==> src/ngcl_wmem.sv <==
// ----------------------------------------------------------------------------
// ngcl_wmem
// Width table of one axis: one write port, one registered read port.
// ----------------------------------------------------------------------------
module ngcl_wmem #(
	parameter int DEPTH = 64,
	parameter int AW    = 6
) (
	input  logic          clk,
	input  logic          we,
	input  logic [AW-1:0] waddr,
	input  logic [30:0]   wdata,
	input  logic [AW-1:0] raddr,
	output logic [30:0]   rdata
);
	logic [30:0] mem [DEPTH];

	always_ff @(posedge clk) begin
		if (we) mem[waddr] <= wdata;
		rdata <= mem[raddr];
	end
endmodule

==> config.mk <==
export PLATFORM = sky130hd
export DESIGN_NAME = ngcl_wmem
export DESIGN_NICKNAME = d
export VERILOG_FILES = /design/src/ngcl_wmem.sv
export SDC_FILE = /design/constraint.sdc
export NUM_CORES = 2
export LEC_CHECK = 0
export BUFFER_PORTS_ARGS = -buffer_cell sky130_fd_sc_hd__buf_2
export CORE_MARGIN = 3
export CORE_UTILIZATION = 50
export CTS_CLUSTER_DIAMETER = 200
export DETAILED_ROUTE_END_ITERATION = 16
export PLACE_DENSITY = 0.65
export SLEW_MARGIN = 30
export SYNTH_ARGS = -nofsm -noshare
export SYNTH_HDL_FRONTEND = slang
export SYNTH_SLANG_ARGS = --single-unit
==> constraint.sdc <==
create_clock -name clk -period 7.81 [get_ports clk]
set_clock_uncertainty 0.2 [all_clocks]
set_input_delay 1.1715 -clock clk [delete_from_list [all_inputs] [get_ports clk]]
set_output_delay 1.1715 -clock clk [all_outputs]
set_load 0.01 [all_outputs]
==> metrics.md <==
| Metric | Value |
|---|---|
| Run status | `complete, no violations` |
| Min cycle time layout | `4.28 ns` |
| Register area share after synthesis | `78.9%` |
| Worst setup path endpoint | `rdata[28]` |
| Hpwl dp | `106,000 um` |
| Number of buffers created by CTS | `192` |
| Met1 Use GR | `35.1%` |
| CP most frequent cell | `buf_4` |
| Syn Nets | `3,463` |
| Die Area | `157,000 um2` |
| Slew @ Worst Pin | `1.16 ns` |
| Root buffer cell | `clkbuf_16` |
| Die height | `397 um` |
| Area Growth Syn to Fin | `13.4%` |
| Slew HR | `21.8%` |
| Hold buffers post-CTS | `0` |
| Hold Path Class | `reg -> reg` |
| Share of layout cells above drive strength 1 | `25.6%` |
| Crit Path Category | `in -> reg` |
| Vias | `36,500` |
| Final setup violating endpoints | `0` |
| P per Cell Area | `260 nW/um2` |
| Vias in the first global route | `35,900` |
| Seq cells post-synth | `2,015` |
| Crit Path Max Fanout | `64` |
| Total grt overflow | `0` |
| RSZ-0062 raised after global routing | `false` |
| # fillers | `10,900` |
| Drt pass-1 iters | `6` |
| Mapped Cells | `3,418` |
| Grt met2 use | `38.9%` |
| Worst R2R Path Depth | `5` |
| Sink Count | `2,015` |
| Drt wl/cell | `33.0 um` |
| Pin count of the biggest net entering global routing | `99` |
| Die Width | `397 um` |
| Period utilisation layout | `54.9%` |
| Crit path cell chain | `buf_8 > buf_4 > nor2b_4 > buf_4 > a22oi_1 > a31oi_1 > o21ai_0 > and3_1` |
| Design Area, Final | `86,500 um2` |
| Post-DRT Antenna Nets | `0` |
| Worst skew pair latency | `0.84 ns` |
| Post-synthesis instance area | `76,300 um2` |
| GPL Wtd Cong | `0.802` |
| Drt total wl | `192,000 um` |
| Setup TNS | `0 ns` |
| Leak | `27.6 nW` |
| Core area | `151,000 um2` |
| Layout Nets | `3,670` |
| Crit-path slowest cell | `buf_4` |
| Synth unique cells | `33` |
| Most used routing layer | `met2` |
| Final Hold Vio Count | `0` |
| Initial Utilization | `50.6%` |
| WP data required | `8.32 ns` |
| Post-CTS resize count | `0` |
| IR drop worst, VDD | `0.214 mV` |
| IO Port Bufs | `75` |
| Setup bufs post-CTS | `0` |
| Drt first-iter violations | `4,378` |
| Primary FF master, synth | `edfxtp_1` |
| Slew Limit Fails | `0` |
| Final hold slack | `0.590 ns` |
| CP Launch Type | `input port` |
| Max incr delay on CP | `0.67 ns` |
| Hold Crit Start | `mem[59][13]` |
| DRC | `0` |
| Worst R2R End | `rdata[4]` |
| Syn Area/Cell | `22.3 um2` |
| Site Rows | `142` |
| CTS tree | `built` |
| Htree depth | `4` |
| Max_cap viols | `0` |
| Critical Path Sink Type | `flop` |
| F_max | `0.233 GHz` |
| FF-to-FF setup slack | `5.47 ns` |
| RR Startpoint | `mem[37][4]` |
| Total global-route track usage | `24.7%` |
| Dpl cell area | `80,100 um2` |
| Post-synth EDFFs | `1,984` |
| Max clock buf depth | `3` |
| Via density | `6.29` |
| Clk pin slew, worst setup/hold paths | `0.06 ns` |
| Number of antenna violations at the first check in global routing | `24` |
| Ys async rst share | `0%` |
| Critical path origin | `raddr[2]` |
| # IOs | `76` |
| GR Util met3 | `5.51%` |
| Synthesis Warnings | `0` |
| First-pass GRT wire length | `274,000 um` |
| Data arrival time of the worst path | `4.79 ns` |
## sequential cells by signal (all words and copies together) (netlist names)
| register | cells |
|---|---|
| rdata | 31 |
| mem | 1984 |
## where the power goes
group          switching (mW)  internal [mW]
combinational           0.719          0.377
clock                    4.04           5.29
sequential             0.0714           12.0
## Yosys cell counts, types with 31 or more instances
master    number  area [um2]
edfxtp_1    1984       59600
buf_2         78         390
nor2_1        77         289
mux2i_1      295        2950
a31oi_1       52         325
a22oi_1      104         781
clkbuf_1      79         297
mux4_2       403        9080
dfxtp_1       31         621
o21ai_0       52         260
o22ai_1       85         532
## worst min-delay path by stage
stage / endpoint / slack, ns / cells after the start
3_5_place_dp: rdata[13] / 0.55 / 4
4_1_cts: rdata[13] / 0.59 / 4
5_1_grt: rdata[13] / 0.67 / 4
2_1_floorplan: rdata[13] / 0.48 / 4
3_3_place_gp: rdata[13] / 0.56 / 4
6_report: rdata[13] / 0.59 / 4
## final cells by class
type                    instances  area, um2  share of cell area, %
diodes                         10       25.0                 0.0289
repair buffers                208       1650                   1.90
clock inverters               105       1260                   1.46
clock buffers                 250       5140                   5.95
multi-input cells            1208      15700                   18.2
well taps                    2016       2520                   2.92
flip-flops and latches       2015      60200                   69.6
## critical path: cells and delay by family
family                 cells  cell delay [ns]
AND/OR/NAND/NOR            2             0.90
buffers and inverters      3             1.64
AO/OA/AOI/OAI              3             0.88
## per-layer routing
metal / wire length, um / vias to the layer above / share of wire [%]
met4: 5430 / 12 / 2.8
met3: 18200 / 290 / 9.5
li1: - / 14900 / -
met2: 92800 / 1784 / 48
met1: 75600 / 19500 / 39
met5: 80 / - / 0.042
## logic make-up after synthesis
group           count (synthesis)  synth area share, %
buf+inv                       195                 1.22
simple gates                  151                0.953
compound gates                352                 3.06
flops                        2015                 78.9
mux                           705                 15.9
## placed cells by master (no fill, tap or decap), types with 47 or more instances in the layout
cell       synthesis  routed
edfxtp_1        1984    1984
mux4_2           403     403
mux2i_1          295     295
clkbuf_16          0     193
buf_4             24     119
a22oi_1          104     104
o22ai_1           85      85
buf_2             78      70
nor2_4             0      63
a31oi_1           52      52
clkbuf_1          79      47
## metrics by stage
| stage | instances | power (mW) | utilization (%) | worst slack, ns |
|---|---|---|---|---|
| after global routing | 5802 | 23.1 | 57.4 | 3.39 |
| after CTS | 5802 | 22.6 | 57.4 | 3.58 |
| after detailed placement | 5447 | 13.4 | 53.1 | 2.68 |
| final | 5812 | 22.5 | 57.4 | 3.53 |
| after floorplan | 3418 | 12.8 | - | 3.35 |
| after global placement | 5439 | 13.4 | 53.0 | 2.55 |
Note: power is estimated with default switching activity, not from simulation.
