$ cat src/ngcl_pkg.sv
// ----------------------------------------------------------------------------
// ngcl_pkg
// Shared types and constants of the non-uniform grid cell locator.
// ----------------------------------------------------------------------------
package ngcl_pkg;
	localparam logic [1:0] REQ_WRITE  = 2'd0;
	localparam logic [1:0] REQ_LOCATE = 2'd1;
	localparam logic [1:0] REQ_NODE   = 2'd2;

	localparam logic [2:0] CFG_ORG_X = 3'd0;
	localparam logic [2:0] CFG_ORG_Y = 3'd1;
	localparam logic [2:0] CFG_ORG_Z = 3'd2;
	localparam logic [2:0] CFG_CNT_X = 3'd3;
	localparam logic [2:0] CFG_CNT_Y = 3'd4;
	localparam logic [2:0] CFG_CNT_Z = 3'd5;
	localparam logic [2:0] CFG_TOL   = 3'd6;

	localparam int IN_BITS  = 160;
	localparam int OUT_BITS = 176;

	localparam logic [16:0] FRAC_ONE = 17'h10000;

	// command from sequencer to divider
	typedef struct packed {
		logic        start;
		logic [33:0] num;
		logic [30:0] den;
	} div_cmd_t;

	typedef struct packed {
		logic        done;
		logic [16:0] quo;
	} div_rsp_t;
endpackage

$ cat src/ngcl_div.sv
// ----------------------------------------------------------------------------
// ngcl_div
// Restoring divider, one quotient bit a cycle: floor(num * 65536 / den).
// ----------------------------------------------------------------------------
module ngcl_div import ngcl_pkg::*; (
	input  logic     clk,
	input  logic     arst_n,
	input  div_cmd_t cmd,
	output div_rsp_t rsp
);
	logic [32:0] rem_q;
	logic [30:0] den_q;
	logic [16:0] quo_q;
	logic [4:0]  cnt_q;
	logic        busy_q;
	logic        done_q;
	logic [32:0] trial;
	logic [33:0] sh;

	assign sh    = {rem_q, 1'b0};
	assign trial = sh[32:0] - {2'b0, den_q};

	always_ff @(posedge clk or negedge arst_n) begin
		if (!arst_n) begin
			busy_q <= 1'b0;
			done_q <= 1'b0;
			cnt_q  <= '0;
		end else begin
			done_q <= 1'b0;
			if (cmd.start) begin
				busy_q <= 1'b1;
				cnt_q  <= 5'd16;
				rem_q  <= cmd.num[32:0];
				den_q  <= cmd.den;
				quo_q  <= '0;
			end else if (busy_q) begin
				if (sh[33:0] >= {3'b0, den_q}) begin
					rem_q <= trial;
					quo_q <= {quo_q[15:0], 1'b1};
				end else begin
					rem_q <= sh[32:0];
					quo_q <= {quo_q[15:0], 1'b0};
				end
				if (cnt_q == 5'd1) begin
					busy_q <= 1'b0;
					done_q <= 1'b1;
				end
				cnt_q <= cnt_q - 5'd1;
			end
		end
	end

	assign rsp = '{done: done_q, quo: quo_q};
endmodule

$ cat config.mk
export PLATFORM = sky130hd
export DESIGN_NAME = ngcl_div
export DESIGN_NICKNAME = d
export VERILOG_FILES = /design/src/ngcl_pkg.sv /design/src/ngcl_div.sv
export SDC_FILE = /design/constraint.sdc
export NUM_CORES = 1
export LEC_CHECK = 0
export ABC_AREA = 1
export ABC_CLOCK_PERIOD_IN_PS = 3750
export BUFFER_PORTS_ARGS = -buffer_cell sky130_fd_sc_hd__buf_2
export CAP_MARGIN = 20
export CORE_MARGIN = 1
export CORE_UTILIZATION = 55
export DETAILED_ROUTE_END_ITERATION = 6
export PLACE_DENSITY = 0.8
export SLEW_MARGIN = 20
export SYNTH_ARGS = -nofsm -noshare
export SYNTH_HDL_FRONTEND = slang
export SYNTH_SLANG_ARGS = --single-unit
$ cat constraint.sdc
create_clock -name clk -period 3.75 [get_ports clk]
set_input_delay 0.75 -clock clk [delete_from_list [all_inputs] [get_ports clk]]
set_output_delay 0.75 -clock clk [all_outputs]
set_load 0.005 [all_outputs]
==> flow_summary.json, run 1 <==
{
  "dr.pass1.iters": 6,
  "r2r-start": "rem_q[8]$_DFFE_PP_",
  "synthesis.area_sq_mm": 0.00654,
  "die-area_sq_mm": 0.0123,
  "tns_ns": 0,
  "wl_per_cell_um": 14.3,
  "finalCriticalPeriod_ns": 2.95,
  "grt_setup_unrepaired": "false",
  "cts_sinks": 88,
  "end_kind": "register",
  "ys_ff_latch": 88,
  "dpl.hpwl_mm": 12.6,
  "clockRootBuffer": "clkbuf_16",
  "synth.distinct_cells": 36,
  "drt-initial-drc-count": 496,
  "maxCapViolations": 0,
  "hold_buffers": 0,
  "area_delta_synth_final_pct": 12.8,
  "viasPerCell": 5.12,
  "fmax_mhz": 339,
  "outcome": "complete, but fails checks",
  "syn_avg_cell_area_sq_um": 7.00,
  "post_cts_buffers": 0,
  "synth-edff-count": 81,
  "fp-row-count": 39,
  "required_ns": 3.97,
  "cts_buffers": 9,
  "fin_nets": 1115,
  "drive_above_1_share_pct": 11.6,
  "synth_top_area_cell": "edfxtp_1",
  "finalSetupViolCount": 0,
  "gp_congestion": 0.946,
  "grtUsageTotal_pct": 28.6,
  "synth_top_area_share_pct": 37.2,
  "grt_overflow_total": 0,
  "switching_share_pct": 37.0,
  "yosys_warnings": 0,
  "synth_area_leaders": "edfxtp_1 (37%), nand2_1 (20%), inv_1 (12%), ha_1 (6.3%), nand3_1 (4.6%)",
  "antenna_found_initial": 0,
  "wl_mm": 16.6,
  "violations": "DRC",
  "hold_viol": 0,
  "synth_flop_cell": "edfxtp_1",
  "power_density_mw_per_mm2": 482,
  "combPwrFrac_pct": 37.6,
  "die_h_um": 111,
  "antenna_cells": 0,
  "synth-seq-area-share_pct": 39.9,
  "drc": 8,
  "clock_power_share_pct": 25.2,
  "start_util_pct": 56.7,
  "io_buffer_count": 84,
  "core-area_sq_mm": 0.0115,
  "cp_data_arrival_time_ns": 3.17,
  "grt_max_degree": 35,
  "grt_pass1_vias": 5838,
  "io_pins": 86,
  "syn_nets": 1035,
  "seqPwrFrac_pct": 37.1,
  "synthCells": 933,
  "ir_drop_uv": 341,
  "via_count": 5949,
  "post-route-period-util_pct": 78.7,
  "ctsHtreeMaxLevel": 3,
  "p_leak_nw": 4.04,
  "post_cts_resized": 0,
  "hold_class": "primary input to asynchronous set/reset pin",
  "r2r_slack_ns": 0.80,
  "drv_slew": 0,
  "maxSlewHeadroom_pct": 43.2,
  "timing.rr.end": "rem_q[29]$_DFFE_PP_",
  "ff2ff_path_depth": 14,
  "critPathKind": "register to register",
  "die_x_um": 111,
  "p_int_mw": 2.24,
  "fillers": 1066,
  "cts.clk_slew.worst_paths_ns": 0.06,
  "start_kind": "register",
  "cts_buffer_depth": 2,
  "async_reset_ff_share_pct": 7.95,
  "final_core_util_pct": 64.0,
  "fin_skew_ns": 0.00807,
  "path_max_fanout": 34,
  "tritoncts": "built",
  "grt_pass1_wl_mm": 27.6,
  "postRouteAntennaNets": 0,
  "insertion_delay_ns": 0.36,
  "tightest_slew_ns": 0.850,
  "netSwitchingPower_mw": 1.31
}
==> layer usage <==
layer	up-vias	track usage (%)	share of wire, %
li1	3076	-	-
met1	2662	38.4	46
met2	183	46.0	45
met3	28	3.94	6.0
met4	0	13.2	2.6
met5	-	0	0
==> state kept, by name, indices dropped and copies added, names as in the netlist <==
signal and cells:
den_q 31, cnt_q 5, busy_q 1, done_q 1
quo_q 17, rem_q 33
==> per-stage QoR <==
step / hold slack [ns] / instances / setup slack [ns] / instance area [sq um] / power (mW)
4_1_cts: 0.389 / 1161 / 0.858 / 7370 / 3.55
3_3_place_gp: 0.447 / 1145 / 0.947 / 7080 / 2.63
5_1_grt: 0.417 / 1161 / 0.570 / 7370 / 3.81
6_report: 0.390 / 1161 / 0.799 / 7370 / 3.55
3_5_place_dp: 0.463 / 1145 / 0.877 / 7080 / 2.65
2_1_floorplan: 0.435 / 933 / 0.775 / 6540 / 2.32
==> placed cells by master, fill, tap and decap left out, drive strengths merged <==
cell      Yosys  layout
clkinv        1       3
xnor2        14      14
and2          4       4
nand3        62      62
nor3b         1       1
nand4        37      37
dfrtp         7       7
nor3          8       8
fa            1       1
a21o          1       1
o21bai        2       2
o21ai         8       8
bufinv        0       1
edfxtp       81      81
buf          11      92
inv         207     207
nor4          1       1
clkbuf       12      11
nand3b        7       7
o22ai        15      15
or2           2       2
clkinvlp      0       2
a21oi        23      23
nand2       345     345
xor2          1       1
nor2         49      49
ha           33      33
==> power groups by stage <==
stage	combinational, mW	sequential (mW)	clock [mW]
global placement	1.29	1.33	0
finish	1.34	1.32	0.896
floorplan	0.994	1.32	0
detailed placement	1.32	1.34	0
CTS	1.33	1.32	0.903
global route	1.54	1.34	0.937
==> how the worst max path moves through the flow <==
stage	endpoint	cells past startpoint	start	slack, ns
finish	rem_q[29]$_DFFE_PP_	14	rem_q[8]$_DFFE_PP_	0.80
global route	rem_q[29]$_DFFE_PP_	14	rem_q[7]$_DFFE_PP_	0.57
CTS	rem_q[29]$_DFFE_PP_	14	rem_q[8]$_DFFE_PP_	0.86
detailed placement	rem_q[29]$_DFFE_PP_	14	rem_q[8]$_DFFE_PP_	0.88
global placement	rem_q[29]$_DFFE_PP_	14	rem_q[8]$_DFFE_PP_	0.95
floorplan	rem_q[0]$_DFFE_PP_	3	cmd[65]	0.78
==> logic make-up after synthesis <==
logic type	Yosys count	share of synthesized area [%]
compound gates	49	4.15
flops	88	39.9
simple gates	516	33.5
xor+xnor	15	2.01
fa+ha+maj	34	6.62
buf+inv	231	13.8
==> cell type report <==
cell class	instances	area, sq um	share of cell area (%)
Clock buffer	11	233	3.16
Sequential cell	88	2610	35.4
Tap cell	143	179	2.43
Timing Repair Buffer	92	480	6.52
Clock inverter	5	57.6	0.781
Multi-Input combinational cell	614	3030	41.1
Inverter	208	781	10.6
==> synthesized netlist by cell type, types with 6 or more instances <==
| master | instances |
|---|---|
| o21ai_0 | 7 |
| ha_1 | 33 |
| dfrtp_1 | 7 |
| xnor2_1 | 14 |
| a21oi_1 | 23 |
| nand3b_1 | 7 |
| nand4_1 | 36 |
| edfxtp_1 | 81 |
| o22ai_1 | 15 |
| buf_2 | 6 |
| nand2_1 | 344 |
| nand3_1 | 60 |
| clkbuf_1 | 12 |
| nor3_1 | 7 |
| nor2_1 | 48 |
| inv_1 | 203 |
==> critical path, stage by stage (launching register included) <==
cell and delay, ns:
edfxtp_1 0.40, ha_1 0.37, nand2_1 0.09, nand2_1 0.09
inv_1 0.07, nand2_1 0.09, clkinv_1 0.07, nand3_2 0.13
nand2_1 0.11, nand2_1 0.07, nand2_1 0.10, nand3_2 0.65
nand2_1 0.36, nand3_1 0.11, nand2_1 0.09
Power figures use the tool's default switching activity.
==> run 2, diff against run 1 <==
--- a/config.mk
+++ b/config.mk
@@ -6,7 +6,7 @@
 export NUM_CORES = 1
 export LEC_CHECK = 0
 export ABC_AREA = 1
-export ABC_CLOCK_PERIOD_IN_PS = 3750
+export ABC_CLOCK_PERIOD_IN_PS = 2950
 export BUFFER_PORTS_ARGS = -buffer_cell sky130_fd_sc_hd__buf_2
 export CAP_MARGIN = 20
 export CORE_MARGIN = 1
==> constraint.sdc (replaced) <==
create_clock -name clk -period 2.95 [get_ports clk]
set_input_delay 0.59 -clock clk [delete_from_list [all_inputs] [get_ports clk]]
set_output_delay 0.59 -clock clk [all_outputs]
set_load 0.005 [all_outputs]
==> flow_summary.json, run 2 (synthesis gave the netlist of run 1 again) <==
{
  "io_buffer_count": 84,
  "grt_max_degree": 39,
  "post-route-period-util_pct": 85.0,
  "final_common_cell": "nand2_1",
  "outcome": "complete, but fails checks",
  "dr.pass1.iters": 7,
  "ctsHtreeMaxLevel": 3,
  "wl_mm": 16.6,
  "die_h_um": 111,
  "tns_ns": 0,
  "switching_share_pct": 36.5,
  "drt-initial-drc-count": 477,
  "post_cts_resized": 0,
  "finalCriticalPeriod_ns": 2.51,
  "end_kind": "register",
  "viasPerCell": 5.16,
  "start_util_pct": 56.7,
  "antenna_found_initial": 0,
  "tightest_slew_ns": 0.575,
  "core-area_sq_mm": 0.0115,
  "path_max_fanout": 22,
  "gp_congestion": 0.942,
  "critPathKind": "register to register",
  "ir_drop_uv": 489,
  "p_leak_nw": 4.09,
  "area_delta_synth_final_pct": 14.0,
  "fp-row-count": 39,
  "grt_pass1_vias": 5820,
  "postRouteAntennaNets": 0,
  "crit_top_cell": "nand2_1",
  "tritoncts": "built",
  "finalSetupViolCount": 0,
  "violations": "DRC",
  "crit_family": "simple AND/OR/NAND/NOR gates",
  "final_cells": 1167,
  "clock_power_share_pct": 26.9,
  "drive_above_1_share_pct": 12.3,
  "final_core_util_pct": 64.7,
  "antenna_cells": 0,
  "cpPeakStageDelay_ns": 0.39,
  "hold_viol": 0,
  "grt_overflow_total": 0,
  "largest_reg_flops": 33,
  "seqPwrFrac_pct": 36.1,
  "worst_slack_ns": 0.442,
  "start_kind": "register",
  "power_density_mw_per_mm2": 624,
  "dpl.hpwl_mm": 12.8,
  "die-area_sq_mm": 0.0123,
  "drv_slew": 0,
  "wl_per_cell_um": 14.3,
  "cts_buffer_depth": 2,
  "pre_cts_ws_ns": 0.514,
  "grt_setup_unrepaired": "false",
  "fin_hold_ws_ns": 0.230,
  "regMostFlops": "rem_q",
  "combPwrFrac_pct": 37.0,
  "crit_chain": "ha_1, nand2_1, nor2_1, nand3_1, nand3_2, nand2_1, nand2_1, nand2_1, nand3_2, buf_4, nand2_1, nand3_1, nand2_1",
  "cts_buffers": 9,
  "post_cts_buffers": 0,
  "grt_pass1_wl_mm": 27.4,
  "grtUsageTotal_pct": 28.5,
  "drc": 8,
  "fin_skew_ns": 0.0106,
  "cts.clk_slew.worst_paths_ns": 0.07,
  "io_pins": 86,
  "cp_data_arrival_time_ns": 2.61,
  "fin_nets": 1121,
  "critical-path-slowest-cell": "edfxtp_1",
  "required_ns": 3.05,
  "critical_path_buf_inv_count": 1,
  "clockRootBuffer": "clkbuf_16",
  "cts_sinks": 88,
  "insertion_delay_ns": 0.35,
  "maxCapViolations": 0,
  "via_count": 6026,
  "final_cell_mix": "nand2_1 (344), inv_1 (203), buf_2 (84), edfxtp_1 (81), nand3_1 (60)",
  "dp.cells": 1151,
  "fmax_mhz": 399,
  "hold_buffers": 0,
  "netSwitchingPower_mw": 1.70,
  "maxSlewHeadroom_pct": 61.5,
  "hold_class": "primary input to asynchronous set/reset pin",
  "top_regs": "rem_q (33), den_q (31), quo_q (17)",
  "p_int_mw": 2.95,
  "die_x_um": 111
}
run 2: changes by cell type in the layout (fill, tap and decap cells not counted):
cell,delta
buf_4,+6
bufinv_16,+1
clkbuf_1,-1
clkinv_1,-1
clkinv_2,+1
clkinv_4,+1
clkinvlp_4,-2
inv_8,+1
run 2: metal layers:
metal / wire (um) / share of wire [%] / vias up / track usage (%)
met4: 452 / 2.7 / 0 / 12.5
met1: 7470 / 45 / 2680 / 37.9
li1: - / - / 3093 / -
met5: 0 / 0 / - / 0
met2: 7530 / 45 / 217 / 45.8
met3: 1180 / 7.1 / 36 / 4.92
run 2: per-stage QoR:
| stage | power (mW) | instance area [sq um] |
|---|---|---|
| 2_1_floorplan | 2.94 | 6540 |
| 3_3_place_gp | 3.35 | 7120 |
| 3_5_place_dp | 3.39 | 7120 |
| 4_1_cts | 4.65 | 7450 |
| 5_1_grt | 4.98 | 7450 |
| 6_report | 4.65 | 7450 |
run 2: final cells by class:
type	instances	area, sq um
clock buffers	10	229
clock inverters	6	93.8
fillers	1038	4070
inverters	208	781
multi-input cells	614	3030
flip-flops and latches	88	2610
well taps	143	179
repair buffers	98	526
run 2: power groups by stage:
stage          logic (mW)  registers [mW]  clock network, mW
6_report             1.72            1.68               1.25
3_3_place_gp         1.65            1.69                  0
4_1_cts              1.70            1.68               1.27
2_1_floorplan        1.26            1.68                  0
5_1_grt              1.96            1.70               1.32
3_5_place_dp         1.69            1.70                  0
run 2: worst paths after layout:
check	slack (ns)	startpoint	end	cells past startpoint
max reg2reg	0.44	rem_q[8]$_DFFE_PP_	rem_q[19]$_DFFE_PP_	13
min reg2reg	0.47	cnt_q[3]$_DFFE_PN0N_	cnt_q[3]$_DFFE_PN0N_	1
max in group asynchronous	2.48	arst_n	done_q$_DFF_PN0_	2
min in group clk	0.41	cmd[5]	den_q[5]$_DFFE_PP_	1
max	0.44	rem_q[8]$_DFFE_PP_	rem_q[19]$_DFFE_PP_	13
min	0.23	arst_n	cnt_q[1]$_DFFE_PN0N_	2
run 2: worst reg2reg max path: cells and delay by family, from the launching register on:
| family | cells | cell delay, ns |
|---|---|---|
| AND/OR/NAND/NOR | 11 | 1.23 |
| flip-flops | 1 | 0.39 |
| adder cells (fa/ha/maj) | 1 | 0.38 |
| buffers and inverters | 1 | 0.27 |
==> run 3, diff against run 2 <==
==> constraint.sdc (replaced) <==
create_clock -name clk -period 2.95 [get_ports clk]
set_input_delay 0.4425 -clock clk [delete_from_list [all_inputs] [get_ports clk]]
set_output_delay 0.4425 -clock clk [all_outputs]
set_load 0.005 [all_outputs]
==> flow_summary.json, run 3 (synthesis gave the netlist of run 1 again) <==
{
  "dp.cells": 1147,
  "drv_slew": 0,
  "p_leak_nw": 4.07,
  "power_density_mw_per_mm2": 613,
  "cts_sinks": 88,
  "drive_above_1_share_pct": 12.0,
  "die_h_um": 111,
  "ctsHtreeMaxLevel": 3,
  "clockRootBuffer": "clkbuf_16",
  "final_cell_mix": "nand2_1 (344), inv_1 (203), buf_2 (84), edfxtp_1 (81), nand3_1 (60)",
  "cpPeakStageDelay_ns": 0.40,
  "cp-startpoint": "rem_q[8]$_DFFE_PP_",
  "fillers": 1082,
  "crit_top_cell": "nand2_1",
  "grt_pass1_vias": 5813,
  "grt_max_degree": 39,
  "tns_ns": 0,
  "dpl.hpwl_mm": 12.3,
  "hold_viol": 0,
  "tightest_slew_ns": 0.571,
  "critPathKind": "register to register",
  "fp-row-count": 39,
  "ir_drop_uv": 438,
  "timing.rr.end": "rem_q[15]$_DFFE_PP_",
  "io_buffer_count": 84,
  "crit_path_end": "rem_q[15]$_DFFE_PP_",
  "start_kind": "register",
  "drt-initial-drc-count": 389,
  "post_cts_resized": 0,
  "r2r_slack_ns": 0.39,
  "outcome": "complete, but fails checks",
  "final_common_cell": "nand2_1",
  "post_cts_buffers": 0,
  "core-area_sq_mm": 0.0115,
  "fin_nets": 1117,
  "hold_buffers": 0,
  "area_delta_synth_final_pct": 13.3,
  "hold_class": "primary input to asynchronous set/reset pin",
  "finalCriticalPeriod_ns": 2.56,
  "cts.clk_slew.worst_paths_ns": 0.06,
  "die-area_sq_mm": 0.0123,
  "cp_data_arrival_time_ns": 2.66,
  "fin_skew_ns": 0.00994,
  "wl_per_cell_um": 14.1,
  "grt_pass1_wl_mm": 27.2,
  "postRouteAntennaNets": 0,
  "drc": 8,
  "ff2ff_path_depth": 14,
  "via_count": 6026,
  "final_cells": 1163,
  "post-route-period-util_pct": 86.7,
  "regMostFlops": "rem_q",
  "final_area_sq_mm": 0.00740,
  "dr.pass1.iters": 7,
  "gp_congestion": 0.956,
  "grt_setup_unrepaired": "false",
  "antenna_found_initial": 0,
  "cts_buffers": 9,
  "crit_chain": "ha_1, nand2_1, inv_2, nand2_1, nand2_1, clkinv_1, nand3_2, nand2_1, nand2_1, nand2_1, buf_4, nand4_1, nand3_1, nand2_1",
  "path_max_fanout": 30,
  "power_mw": 4.53,
  "end_kind": "register",
  "maxSlewHeadroom_pct": 61.8,
  "placed_area_sq_mm": 0.00711,
  "cts_buffer_depth": 2,
  "insertion_delay_ns": 0.35,
  "tritoncts": "built",
  "required_ns": 3.06,
  "critical-path-slowest-cell": "edfxtp_1",
  "final_core_util_pct": 64.3,
  "antenna_cells": 0,
  "maxCapViolations": 0,
  "die_x_um": 111,
  "grtUsageTotal_pct": 28.4,
  "io_pins": 86,
  "viasPerCell": 5.18,
  "top_regs": "rem_q (33), den_q (31), quo_q (17)",
  "start_util_pct": 56.7,
  "violations": "DRC",
  "r2r-start": "rem_q[8]$_DFFE_PP_",
  "wl_mm": 16.4,
  "fmax_mhz": 391,
  "grt_overflow_total": 0,
  "finalSetupViolCount": 0,
  "largest_reg_flops": 33
}
==> run 3: cell types whose count changed in the layout (fill, tap and decap cells not counted), sizes merged <==
| cell | change |
|---|---|
| buf | -4 |
| clkinv | +2 |
| bufinv | -1 |
| clkbuf | -1 |
==> run 3: area by class of cell <==
type                    instances  area [sq um]  share of cell area (%)
clock buffers                   9           225                    3.04
clock inverters                 7          70.1                   0.947
inverters                     208           781                    10.5
multi-input cells             614          3030                    41.0
flip-flops and latches         88          2610                    35.2
well taps                     143           179                    2.42
repair buffers                 94           508                    6.86
==> run 3: per-stage QoR <==
stage | worst slack [ns] | hold slack [ns]
floorplan | 0.283 | 0.147
global placement | 0.481 | 0.449
detailed placement | 0.439 | 0.454
CTS | 0.414 | 0.0799
global route | 0.175 | 0.102
finish | 0.393 | 0.0796
==> run 3: power by group <==
group          internal [mW]  switching [mW]
clock                  0.656           0.497
sequential              1.58          0.0966
combinational          0.616            1.09
total                   2.85            1.68
==> run 3: routing by layer <==
metal  vias to the layer above  share of wire, %  global-route usage [%]
li1                       3091                 -                       -
met4                         0               2.6                    13.2
met2                       196                45                    46.2
met5                         -                 0                       0
met3                        34               5.7                    3.61
met1                      2705                46                    37.8
==> run 3: worst min-delay path by stage <==
stage	start	end	slack (ns)	cells past startpoint
after floorplan	arst_n	busy_q$_DFF_PN0_	0.15	0
after global placement	arst_n	cnt_q[1]$_DFFE_PN0N_	0.45	2
after detailed placement	arst_n	busy_q$_DFF_PN0_	0.45	2
after CTS	arst_n	cnt_q[1]$_DFFE_PN0N_	0.08	2
after global routing	arst_n	cnt_q[1]$_DFFE_PN0N_	0.10	2
final	arst_n	cnt_q[1]$_DFFE_PN0N_	0.08	2
==> run 3: worst max-delay path, delay by kind of cell, from the launching register on <==
kind | cells | cell delay, ns
adders and majority gates | 1 | 0.37
DFF | 1 | 0.40
and+or+nand+nor | 10 | 1.07
buffers and inverters | 3 | 0.48
